## config.mk

```make
export PLATFORM = sky130hd
export DESIGN_NAME = range_encoder_carry_resolving
export DESIGN_NICKNAME = d
export VERILOG_FILES = /design/src/sv/rcr_pkg.sv /design/src/sv/range_encoder_carry_resolving.sv /design/src/sv/rcr_ctrl.sv /design/src/sv/rcr_dp.sv
export SDC_FILE = /design/constraint.sdc
export NUM_CORES = 2
export LEC_CHECK = 0
export ABC_AREA = 1
export BUFFER_PORTS_ARGS = -buffer_cell sky130_fd_sc_hd__buf_2
export CAP_MARGIN = 20
export CORE_ASPECT_RATIO = 1.75
export CORE_MARGIN = 4
export CORE_UTILIZATION = 30
export CTS_BUF_LIST = sky130_fd_sc_hd__clkbuf_4 sky130_fd_sc_hd__clkbuf_8
export DETAILED_ROUTE_END_ITERATION = 8
export PLACE_DENSITY_LB_ADDON = 0.12
export SLEW_MARGIN = 20
export SYNTH_ARGS = -nofsm -noshare
export SYNTH_HDL_FRONTEND = slang
export SYNTH_SLANG_ARGS = --single-unit
```

## constraint.sdc

```tcl
create_clock -name clock -period 11 [get_ports clock]
set_clock_uncertainty 0.15 [all_clocks]
set_input_delay 0.55 -clock clock [delete_from_list [all_inputs] [get_ports clock]]
set_output_delay 0.55 -clock clock [all_outputs]
set_load 0.02 [all_outputs]
```

## src/sv/rcr_pkg.sv

```systemverilog
// Shared types, constants and command codes of the range encoder.
`timescale 1ns / 1ps
package rcr_pkg;

   localparam int PENDING_BITS_DEF = 32;

   localparam logic [31:0] RC_BOTTOM   = 32'h0080_0000;
   localparam logic [31:0] RC_TOP      = 32'h8000_0000;
   localparam logic [31:0] RC_FF_LIMIT = 32'h7f80_0000;
   localparam logic [31:0] UNI_SPLIT   = 32'd4194303;
   localparam logic [5:0]  BITS_SPLIT  = 6'd21;
   localparam logic [4:0]  PART_BITS   = 5'd16;
   localparam logic [31:0] FIN_SHIFT   = 32'd5;

   typedef enum logic [1:0] {
      CMD_SYMBOL  = 2'd0,
      CMD_BITS    = 2'd1,
      CMD_UNIFORM = 2'd2,
      CMD_FINISH  = 2'd3
   } op_type;

   // finish emits, in stream order
   localparam logic [2:0] FIN_HELD = 3'd0;
   localparam logic [2:0] FIN_TAIL = 3'd1;
   localparam logic [2:0] FIN_SC2  = 3'd2;
   localparam logic [2:0] FIN_SC1  = 3'd3;
   localparam logic [2:0] FIN_SC0  = 3'd4;

   typedef struct packed {
      op_type      cmd;
      logic [31:0] value;
      logic [15:0] cum_freq;
      logic [16:0] sym_freq;
      logic [4:0]  total_bits;
      logic [5:0]  bit_count;
      logic [31:0] divisor;
   } req_type;

   typedef struct packed {
      logic [7:0]  out_byte;
      logic [31:0] follow_count;
      logic        follow_is_ones;
      logic        last;
   } rsp_type;

   typedef struct packed {
      logic       load;
      logic       pass;
      logic       renorm;
      logic       rcalc;
      logic       div_init;
      logic       div_step;
      logic       mul_a;
      logic       mul_b;
      logic       update;
      logic       fin_add;
      logic       fin_emit;
      logic [2:0] fin_idx;
      logic       flush;
   } ctl_type;

   typedef struct packed {
      logic split;
      logic udiv;
      logic is_finish;
      logic need_renorm;
      logic renorm_emits;
      logic can_emit;
   } sts_type;

endpackage

```

## src/sv/range_encoder_carry_resolving.sv

```systemverilog
// Top level of the carry-resolving range encoder.
//
//  channel | ports                          | beat
//  --------+--------------------------------+------------------------------
//  request | req_valid req_ready req_data   | one command with operands
//  result  | rsp_valid rsp_ready rsp_data   | one byte plus its follow run
//  config  | csr_valid csr_ready csr_data   | header byte
//
// One command at a time. The final pass of a uniform command runs a radix-2
// divider before its multiply. Split raw or uniform commands run two passes.
// Results go through a one-beat stage and an output register so the last beat
// of a command is known; a stalled result channel holds emitting steps only.
// Synchronous reset; no clearing pass is needed.
`timescale 1ns / 1ps
module range_encoder_carry_resolving import rcr_pkg::*; #(
   parameter int PENDING_COUNT_BITS = PENDING_BITS_DEF
) (
   input  logic       clock,
   input  logic       reset,
   input  logic       req_valid,
   output logic       req_ready,
   input  req_type    req_data,
   output logic       rsp_valid,
   input  logic       rsp_ready,
   output rsp_type    rsp_data,
   input  logic       csr_valid,
   output logic       csr_ready,
   input  logic [7:0] csr_data
);

   ctl_type ctl;
   sts_type sts;

   assign csr_ready = 1'b1;

   rcr_ctrl u_ctrl (
      .clock     (clock),
      .reset     (reset),
      .req_valid (req_valid),
      .req_ready (req_ready),
      .status    (sts),
      .cmd       (ctl)
   );

   rcr_dp #(.PENDING_COUNT_BITS(PENDING_COUNT_BITS)) u_dp (
      .clock     (clock),
      .reset     (reset),
      .req_data  (req_data),
      .csr_wr    (csr_valid & csr_ready),
      .csr_data  (csr_data),
      .rsp_valid (rsp_valid),
      .rsp_ready (rsp_ready),
      .rsp_data  (rsp_data),
      .cmd       (ctl),
      .status    (sts)
   );

endmodule

```

## src/sv/rcr_ctrl.sv

```systemverilog
// Sequencer of the range encoder: renormalize, divide or shift, multiply, update, emit.
`timescale 1ns / 1ps
module rcr_ctrl import rcr_pkg::*; (
   input  logic    clock,
   input  logic    reset,
   input  logic    req_valid,
   output logic    req_ready,
   input  sts_type status,
   output ctl_type cmd
);

   typedef enum logic [3:0] {
      S_IDLE, S_START, S_RENORM, S_DIV, S_MUL_A, S_MUL_B, S_UPD,
      S_FADD, S_FEMIT, S_FLUSH
   } state_type;

   state_type  state_ff, state_in;
   logic       pass_ff, pass_in;
   logic [4:0] cnt_ff, cnt_in;

   always_comb begin
      state_in  = state_ff;
      pass_in   = pass_ff;
      cnt_in    = cnt_ff;
      cmd       = '0;
      cmd.pass  = pass_ff;
      cmd.fin_idx = cnt_ff[2:0];
      req_ready = (state_ff == S_IDLE);
      case (state_ff)
         S_IDLE: begin
            if (req_valid) begin
               cmd.load = 1'b1;
               state_in = S_START;
            end
         end
         S_START: begin
            pass_in  = status.is_finish | ~status.split;
            state_in = S_RENORM;
         end
         S_RENORM: begin
            if (status.need_renorm) begin
               // stall an emitting step until the staged beat can move on
               cmd.renorm = ~status.renorm_emits | status.can_emit;
            end else if (status.is_finish) begin
               state_in = S_FADD;
            end else if (pass_ff && status.udiv) begin
               cmd.div_init = 1'b1;
               cnt_in   = '0;
               state_in = S_DIV;
            end else begin
               cmd.rcalc = 1'b1;
               state_in  = S_MUL_A;
            end
         end
         S_DIV: begin
            cmd.div_step = 1'b1;
            cnt_in = cnt_ff + 5'd1;
            if (cnt_ff == 5'd31) state_in = S_MUL_A;
         end
         S_MUL_A: begin
            cmd.mul_a = 1'b1;
            state_in  = S_MUL_B;
         end
         S_MUL_B: begin
            cmd.mul_b = 1'b1;
            state_in  = S_UPD;
         end
         S_UPD: begin
            cmd.update = 1'b1;
            if (!pass_ff) begin
               pass_in  = 1'b1;
               state_in = S_RENORM;
            end else begin
               state_in = S_FLUSH;
            end
         end
         S_FADD: begin
            cmd.fin_add = 1'b1;
            cnt_in   = '0;
            state_in = S_FEMIT;
         end
         S_FEMIT: begin
            if (status.can_emit) begin
               cmd.fin_emit = 1'b1;
               cnt_in = cnt_ff + 5'd1;
               if (cnt_ff[2:0] == FIN_SC0) state_in = S_FLUSH;
            end
         end
         S_FLUSH: begin
            if (status.can_emit) begin
               cmd.flush = 1'b1;
               state_in  = S_IDLE;
            end
         end
         default: state_in = S_IDLE;
      endcase
   end

   always_ff @(posedge clock) begin
      if (reset) begin
         state_ff <= S_IDLE;
         pass_ff  <= 1'b0;
         cnt_ff   <= '0;
      end else begin
         state_ff <= state_in;
         pass_ff  <= pass_in;
         cnt_ff   <= cnt_in;
      end
   end

endmodule

```

## src/sv/rcr_dp.sv

```systemverilog
// Datapath of the range encoder: interval, carry state, divider, multiplier, output stage.
`timescale 1ns / 1ps
module rcr_dp import rcr_pkg::*; #(
   parameter int PENDING_COUNT_BITS = PENDING_BITS_DEF
) (
   input  logic    clock,
   input  logic    reset,
   input  req_type req_data,
   input  logic    csr_wr,
   input  logic [7:0] csr_data,
   output logic    rsp_valid,
   input  logic    rsp_ready,
   output rsp_type rsp_data,
   input  ctl_type cmd,
   output sts_type status
);

   localparam logic [PENDING_COUNT_BITS-1:0] PEND_MAX = '1;

   logic [31:0] low_ff, low_in, range_ff, range_in, shift_ff, shift_in;
   logic [7:0]  held_ff, held_in;
   logic [PENDING_COUNT_BITS-1:0] pend_ff, pend_in;
   logic        fresh_ff, fresh_in;

   op_type      op_ff;
   logic        split_ff, full0_ff, full1_ff;
   logic [15:0] a0_ff;
   logic [21:0] a1_ff, div1_ff;
   logic [4:0]  k1_ff;
   logic [16:0] f1_ff;

   logic [31:0] r_ff, tmp_ff, rf_ff;
   logic [21:0] rem_ff;
   logic [9:0]  t_ff;

   rsp_type stage_ff, rsp_ff;
   logic    stage_vld_ff, rsp_vld_ff;

   // operand conditioning at load
   logic [4:0]  lg_s;
   logic [16:0] tot, cum_s, fr0, fr_s;
   logic [17:0] sum0;
   logic        full_sym;
   logic [5:0]  bs;
   logic [31:0] vm;
   logic        split_b, full_b;
   logic [20:0] a1b;
   logic [4:0]  k1b;
   logic [31:0] dv, vs;
   logic        split_u, full_u;
   logic [21:0] a1u, div1u;

   always_comb begin
      lg_s = req_data.total_bits;
      if (req_data.total_bits == 5'd0) lg_s = 5'd1;
      else if (req_data.total_bits > 5'd16) lg_s = 5'd16;
      tot   = 17'd1 << lg_s;
      cum_s = ({1'b0, req_data.cum_freq} >= tot) ? tot - 17'd1 : {1'b0, req_data.cum_freq};
      fr0   = (req_data.sym_freq == 17'd0) ? 17'd1 : req_data.sym_freq;
      sum0  = {1'b0, cum_s} + {1'b0, fr0};
      fr_s  = (sum0 > {1'b0, tot}) ? tot - cum_s : fr0;
      full_sym = (sum0 >= {1'b0, tot});

      bs = req_data.bit_count;
      if (req_data.bit_count == 6'd0) bs = 6'd1;
      else if (req_data.bit_count > 6'd32) bs = 6'd32;
      vm      = req_data.value & 32'((33'd1 << bs) - 33'd1);
      split_b = (bs > BITS_SPLIT);
      a1b     = split_b ? {5'd0, vm[31:16]} : vm[20:0];
      k1b     = split_b ? 5'(bs - 6'd16) : 5'(bs);
      full_b  = ({1'b0, a1b} == 22'((23'd1 << k1b) - 23'd1));

      dv      = (req_data.divisor == 32'd0) ? 32'd1 : req_data.divisor;
      vs      = (req_data.value >= dv) ? dv - 32'd1 : req_data.value;
      split_u = (dv > UNI_SPLIT);
      a1u     = split_u ? {6'd0, vs[31:16]} : vs[21:0];
      div1u   = split_u ? 22'(dv[31:16]) + 22'd1 : dv[21:0];
      full_u  = ({1'b0, a1u} + 23'd1) >= {1'b0, div1u};
   end

   // operands of the current pass
   logic [21:0] a_x, mb;
   logic [4:0]  k_x;
   logic [16:0] f_x;
   logic        full_x;
   logic [53:0] prod;

   assign a_x    = cmd.pass ? a1_ff : {6'd0, a0_ff};
   assign k_x    = cmd.pass ? k1_ff : PART_BITS;
   assign f_x    = cmd.pass ? f1_ff : 17'd1;
   assign full_x = cmd.pass ? full1_ff : full0_ff;
   assign mb     = cmd.mul_b ? {5'd0, f_x} : a_x;
   assign prod   = r_ff * mb;

   // divider step
   logic [22:0] rem_sh;
   logic        rem_ge;
   assign rem_sh = {rem_ff, r_ff[31]};
   assign rem_ge = (rem_sh >= {1'b0, div1_ff});

   // renormalization and emits
   logic    low_small, carry_r, out_free, emit_go;
   logic    e_ones, e_pend;
   logic [7:0] e_byte;
   logic [31:0] shift_n;
   rsp_type e_res, push_res;
   logic    push;

   assign low_small = (low_ff < RC_FF_LIMIT);
   assign carry_r   = low_ff[31];
   assign out_free  = ~rsp_vld_ff | rsp_ready;
   assign shift_n   = shift_ff + FIN_SHIFT;

   always_comb begin
      e_pend = 1'b0;
      e_ones = 1'b0;
      e_byte = t_ff[7:0];
      if (cmd.renorm) begin
         e_pend = 1'b1;
         e_ones = low_small;
         e_byte = low_small ? held_ff : held_ff + 8'd1;
      end else begin
         case (cmd.fin_idx)
            FIN_HELD: begin
               e_pend = 1'b1;
               e_ones = (t_ff[9:8] == 2'd0);
               e_byte = e_ones ? held_ff : held_ff + 8'd1;
            end
            FIN_TAIL: e_byte = t_ff[7:0];
            FIN_SC2:  e_byte = shift_ff[23:16];
            FIN_SC1:  e_byte = shift_ff[15:8];
            FIN_SC0:  e_byte = shift_ff[7:0];
            default:  e_byte = t_ff[7:0];
         endcase
      end
      e_res.out_byte       = e_byte;
      e_res.follow_count   = e_pend ? 32'(pend_ff) : 32'd0;
      e_res.follow_is_ones = e_pend && (pend_ff != '0) && e_ones;
      e_res.last           = 1'b0;
   end

   assign emit_go = (cmd.renorm & (low_small | carry_r)) | cmd.fin_emit;
   assign push    = (emit_go | cmd.flush) & stage_vld_ff;
   always_comb begin
      push_res      = stage_ff;
      push_res.last = cmd.flush;
   end

   always_comb begin
      low_in   = low_ff;
      range_in = range_ff;
      shift_in = shift_ff;
      held_in  = held_ff;
      pend_in  = pend_ff;
      fresh_in = fresh_ff;
      if (csr_wr && fresh_ff) held_in = csr_data;
      if (cmd.renorm) begin
         if (low_small || carry_r) begin
            pend_in = '0;
            held_in = low_ff[30:23];
         end else if (pend_ff != PEND_MAX) begin
            pend_in = pend_ff + 1'b1;
         end
         range_in = range_ff << 8;
         low_in   = (low_ff << 8) & (RC_TOP - 32'd1);
         shift_in = shift_ff + 32'd1;
         fresh_in = 1'b0;
      end
      if (cmd.update) begin
         low_in   = low_ff + tmp_ff;
         range_in = full_x ? range_ff - tmp_ff : rf_ff;
      end
      if (cmd.fin_add) begin
         shift_in = shift_n;
         fresh_in = 1'b0;
      end
      if (cmd.fin_emit && cmd.fin_idx == FIN_HELD) pend_in = '0;
   end

   always_ff @(posedge clock) begin
      if (reset) begin
         low_ff       <= '0;
         range_ff     <= RC_TOP;
         shift_ff     <= '0;
         held_ff      <= '0;
         pend_ff      <= '0;
         fresh_ff     <= 1'b1;
         stage_vld_ff <= 1'b0;
         rsp_vld_ff   <= 1'b0;
      end else begin
         low_ff   <= low_in;
         range_ff <= range_in;
         shift_ff <= shift_in;
         held_ff  <= held_in;
         pend_ff  <= pend_in;
         fresh_ff <= fresh_in;
         if (emit_go) stage_vld_ff <= 1'b1;
         else if (cmd.flush) stage_vld_ff <= 1'b0;
         if (push) rsp_vld_ff <= 1'b1;
         else if (rsp_ready) rsp_vld_ff <= 1'b0;
      end
   end

   always_ff @(posedge clock) begin
      if (cmd.load) begin
         op_ff    <= req_data.cmd;
         split_ff <= ((req_data.cmd == CMD_BITS) && split_b) ||
                     ((req_data.cmd == CMD_UNIFORM) && split_u);
         a0_ff    <= (req_data.cmd == CMD_BITS) ? vm[15:0] : vs[15:0];
         full0_ff <= ((req_data.cmd == CMD_BITS) ? vm[15:0] : vs[15:0]) == 16'hffff;
         div1_ff  <= div1u;
         case (req_data.cmd)
            CMD_SYMBOL: begin
               a1_ff    <= {6'd0, cum_s[15:0]};
               k1_ff    <= lg_s;
               f1_ff    <= fr_s;
               full1_ff <= full_sym;
            end
            CMD_BITS: begin
               a1_ff    <= {1'b0, a1b};
               k1_ff    <= k1b;
               f1_ff    <= 17'd1;
               full1_ff <= full_b;
            end
            default: begin
               a1_ff    <= a1u;
               k1_ff    <= 5'd0;
               f1_ff    <= 17'd1;
               full1_ff <= full_u;
            end
         endcase
      end
      if (cmd.rcalc) r_ff <= range_ff >> k_x;
      if (cmd.div_init) begin
         r_ff   <= range_ff;
         rem_ff <= '0;
      end
      if (cmd.div_step) begin
         // quotient bits shift in where dividend bits leave
         rem_ff <= rem_ge ? 22'(rem_sh - {1'b0, div1_ff}) : rem_sh[21:0];
         r_ff   <= {r_ff[30:0], rem_ge};
      end
      if (cmd.mul_a) tmp_ff <= prod[31:0];
      if (cmd.mul_b) rf_ff  <= prod[31:0];
      if (cmd.fin_add) begin
         t_ff <= ({1'b0, low_ff[22:0]} < (shift_n[23:0] >> 1)) ?
                 {1'b0, low_ff[31:23]} : {1'b0, low_ff[31:23]} + 10'd1;
      end
      if (emit_go) stage_ff <= e_res;
      if (push) rsp_ff <= push_res;
   end

   assign rsp_valid = rsp_vld_ff;
   assign rsp_data  = rsp_ff;

   assign status.split        = split_ff;
   assign status.udiv         = (op_ff == CMD_UNIFORM);
   assign status.is_finish    = (op_ff == CMD_FINISH);
   assign status.need_renorm  = (range_ff <= RC_BOTTOM);
   assign status.renorm_emits = low_small | carry_r;
   assign status.can_emit     = ~stage_vld_ff | out_free;

endmodule

```

==> reports/qor.txt <==
status: finished clean
Crit path buffers/inverters: 9
measured slew at the worst slew-check pin: 1.21 ns
Post-Syn Area: 0.0485 sq mm
CTS tree: built
antenna viol nets, final: 0
number of cell rows: 195
drt drc: 0
CP arrival: 9.64 ns
RSZ-0062 raised after global routing: false
vias in the first global route: 47519
initial antenna violation count: 1
total gr overflow: 0
Post CTS Setup Buffer Count: 0
Layout Nets: 7432
Synth Register Bits: 439
Synth top area share: 0.184
final cell count without fillers: 8734
via count: 45181
r2r setup slk: 2.03 ns
total negative slack: 0 ns
CP Max Fanout: 29
xor and xnor area share after synthesis: 0.0429
Worst setup SP type: primary input
Post-synth EDFFs: 298
final setup fails: 0
leading area contributor after synthesis: edfxtp_1
reg-to-reg critical path endpoint: u_dp.tmp_ff[31]
I/O Pins: 168
total iterations of the first detailed-routing run: 8
die area: 0.169 sq mm
fin crit period: 9.24 ns
gr usage total: 0.248
core area: 0.161 sq mm
max-slew violations: 0
routing usage on met3: 0.0235
Synth cell types: 75
final hold vios: 0
TritonCTS Buffers: 75
chip height: 540 um
number of fill cells in the layout: 17601
Syn Inst Count: 6526
GPL Wtd Cong: 0.964
Worst Reg-to-Reg Cells: 28
IO Port Bufs: 166
final WL: 213000 um
Crit Path Category: in2reg
die width: 312 um
slowest cell on the critical path: o21ai_0
crit-path max cell delay: 0.82 ns
grt met1 use: 0.215
Synth Area in Adders: 0.240
Reg-to-Reg Start: u_ctrl.pass_ff
CTS root buffer: clkbuf_8
Worst EP required: 11.41 ns
share of flip-flops with an asynchronous set or reset: 0
DR WL/cell: 24.4 um
Hold Path Depth: 2
CTS Sinks: 439
Top Usage Layer GRT: met2
largest net degree at the start of global routing: 65
# Max-Cap Violations: 0
multiplexer area fraction after synthesis: 0.00144
first-pass GRT wire length: 308000 um
kind of cell adding the most delay to the critical path: compound AO/OA/AOI/OAI gates
nature of the critical path endpoint: flip-flop
Post-synth top cells: nand2_1 (1384), inv_1 (1024), nor2_1 (644)
f_max: 108 MHz
register area share after synthesis: 0.242
period utilisation layout: 0.840
relative slew slack: 0.192
share of layout cells above drive strength 1: 0.0758
ys flop type: edfxtp_1
hold path start: reset
Sequential cell area: 0.0118 sq mm
Synth Area in Compound Gates: 0.141
met2 usage: 0.503
cell with the most instances after synthesis: nand2_1
placed cell area: 0.0516 sq mm
worst hold endpoint: u_dp.rsp_valid
area occupied by multi-input gates: 0.0318 sq mm
Clock transition at path regs: 0.06 ns
dpl hpwl: 178000 um
Syn Area/Cell: 7.44 sq um
clk_lat worst skew: 0.80 ns
Area growth syn-to-layout: 9.67%
Synth Warn #: 0
1st-iter DRT viols: 2549
Worst path most repeated cell: o21ai_0
placed cell count: 8591
main combinational cell family by area after synthesis: adder cells
Initial Util: 0.301
worst hold path class: in2reg
Simple-Gate Fraction of Synth Area: 0.227
post-CTS resize count: 0
htree depth: 3
Clock Tree Buf Depth: 3
finished layout cell area: 0.0532 sq mm
Vias per Instance: 5.17
top post-synthesis cells by area: edfxtp_1 (18%), fa_1 (16%), nand2_1 (11%), ha_1 (8.5%), inv_1 (7.9%)
==> state kept, by name, indices dropped and copies added (netlist names), 24 cells and up <==
signal         flops
u_dp.push_res     41
u_dp.rsp_data     42
u_dp.rf_ff        32
u_dp.r_ff         32
u_dp.pend_ff      32
u_dp.shift_ff     24
u_dp.tmp_ff       32
u_dp.range_ff     32
u_dp.low_ff       32
==> worst max-delay path by stage <==
stage | slack [ns] | depth (start not counted) | endpoint | from
3_5_place_dp | 1.08 | 39 | u_dp.f1_ff[8] | req_data[42]
3_3_place_gp | 1.22 | 39 | u_dp.f1_ff[8] | req_data[42]
2_1_floorplan | 3.55 | 30 | u_dp.rf_ff[29] | u_ctrl.state_ff[0]
4_1_cts | 1.85 | 39 | u_dp.f1_ff[8] | req_data[42]
5_1_grt | 1.25 | 39 | u_dp.f1_ff[8] | req_data[42]
6_report | 1.76 | 39 | u_dp.f1_ff[8] | req_data[42]
==> layer usage <==
metal / vias up / share of wire / routed length, um
li1: 21439 / - / -
met1: 21799 / 0.31 / 66400
met2: 1322 / 0.56 / 119000
met3: 621 / 0.030 / 6310
met4: 0 / 0.098 / 20800
met5: - / 0 / 0
==> logic make-up after synthesis <==
kind of cell / count (synthesis)
multiplexers: 7
flip-flops: 439
buffers and inverters: 1322
AO/OA/AOI/OAI: 1201
AND/OR/NAND/NOR: 2612
adder cells (fa/ha/maj): 706
XOR/XNOR: 237
other: 2
==> stage by stage <==
stage	hold WS, ns	util	setup WS (ns)
2_1_floorplan	0.250	-	3.55
3_3_place_gp	0.252	0.320	1.22
3_5_place_dp	0.255	0.320	1.08
4_1_cts	0.00715	0.331	1.85
5_1_grt	0.0669	0.331	1.25
6_report	0.0663	0.331	1.76
==> area by class of cell <==
cell class	count	share of cell area
Multi-Input combinational cell	4770	0.597
Tap cell	2068	0.0486
Sequential cell	439	0.221
Timing Repair Buffer	247	0.0273
Clock buffer	93	0.0223
Antenna cell	1	0.0000470
Clock inverter	46	0.00827
Inverter	1070	0.0754
==> cells in the final DEF (no fill, tap or decap), types with 140 or more instances in the layout <==
cell type  count
fa_1         378
buf_2        166
edfxtp_1     298
inv_1       1021
o21ai_0      439
nand2_1     1380
nor2_1       638
ha_1         328
a21oi_1      434
dfxtp_1      140
xor2_1       186
nand3_1      248
==> what timing repair did <==
item,4_1_cts,5_1_grt
setup endpoints to repair,0,0
hold buffers,3,0
endpoints found under the hold margin,3,0
Power is not shown: default switching activity piles up to over one toggle a cycle in this logic, so the estimate is an artifact.
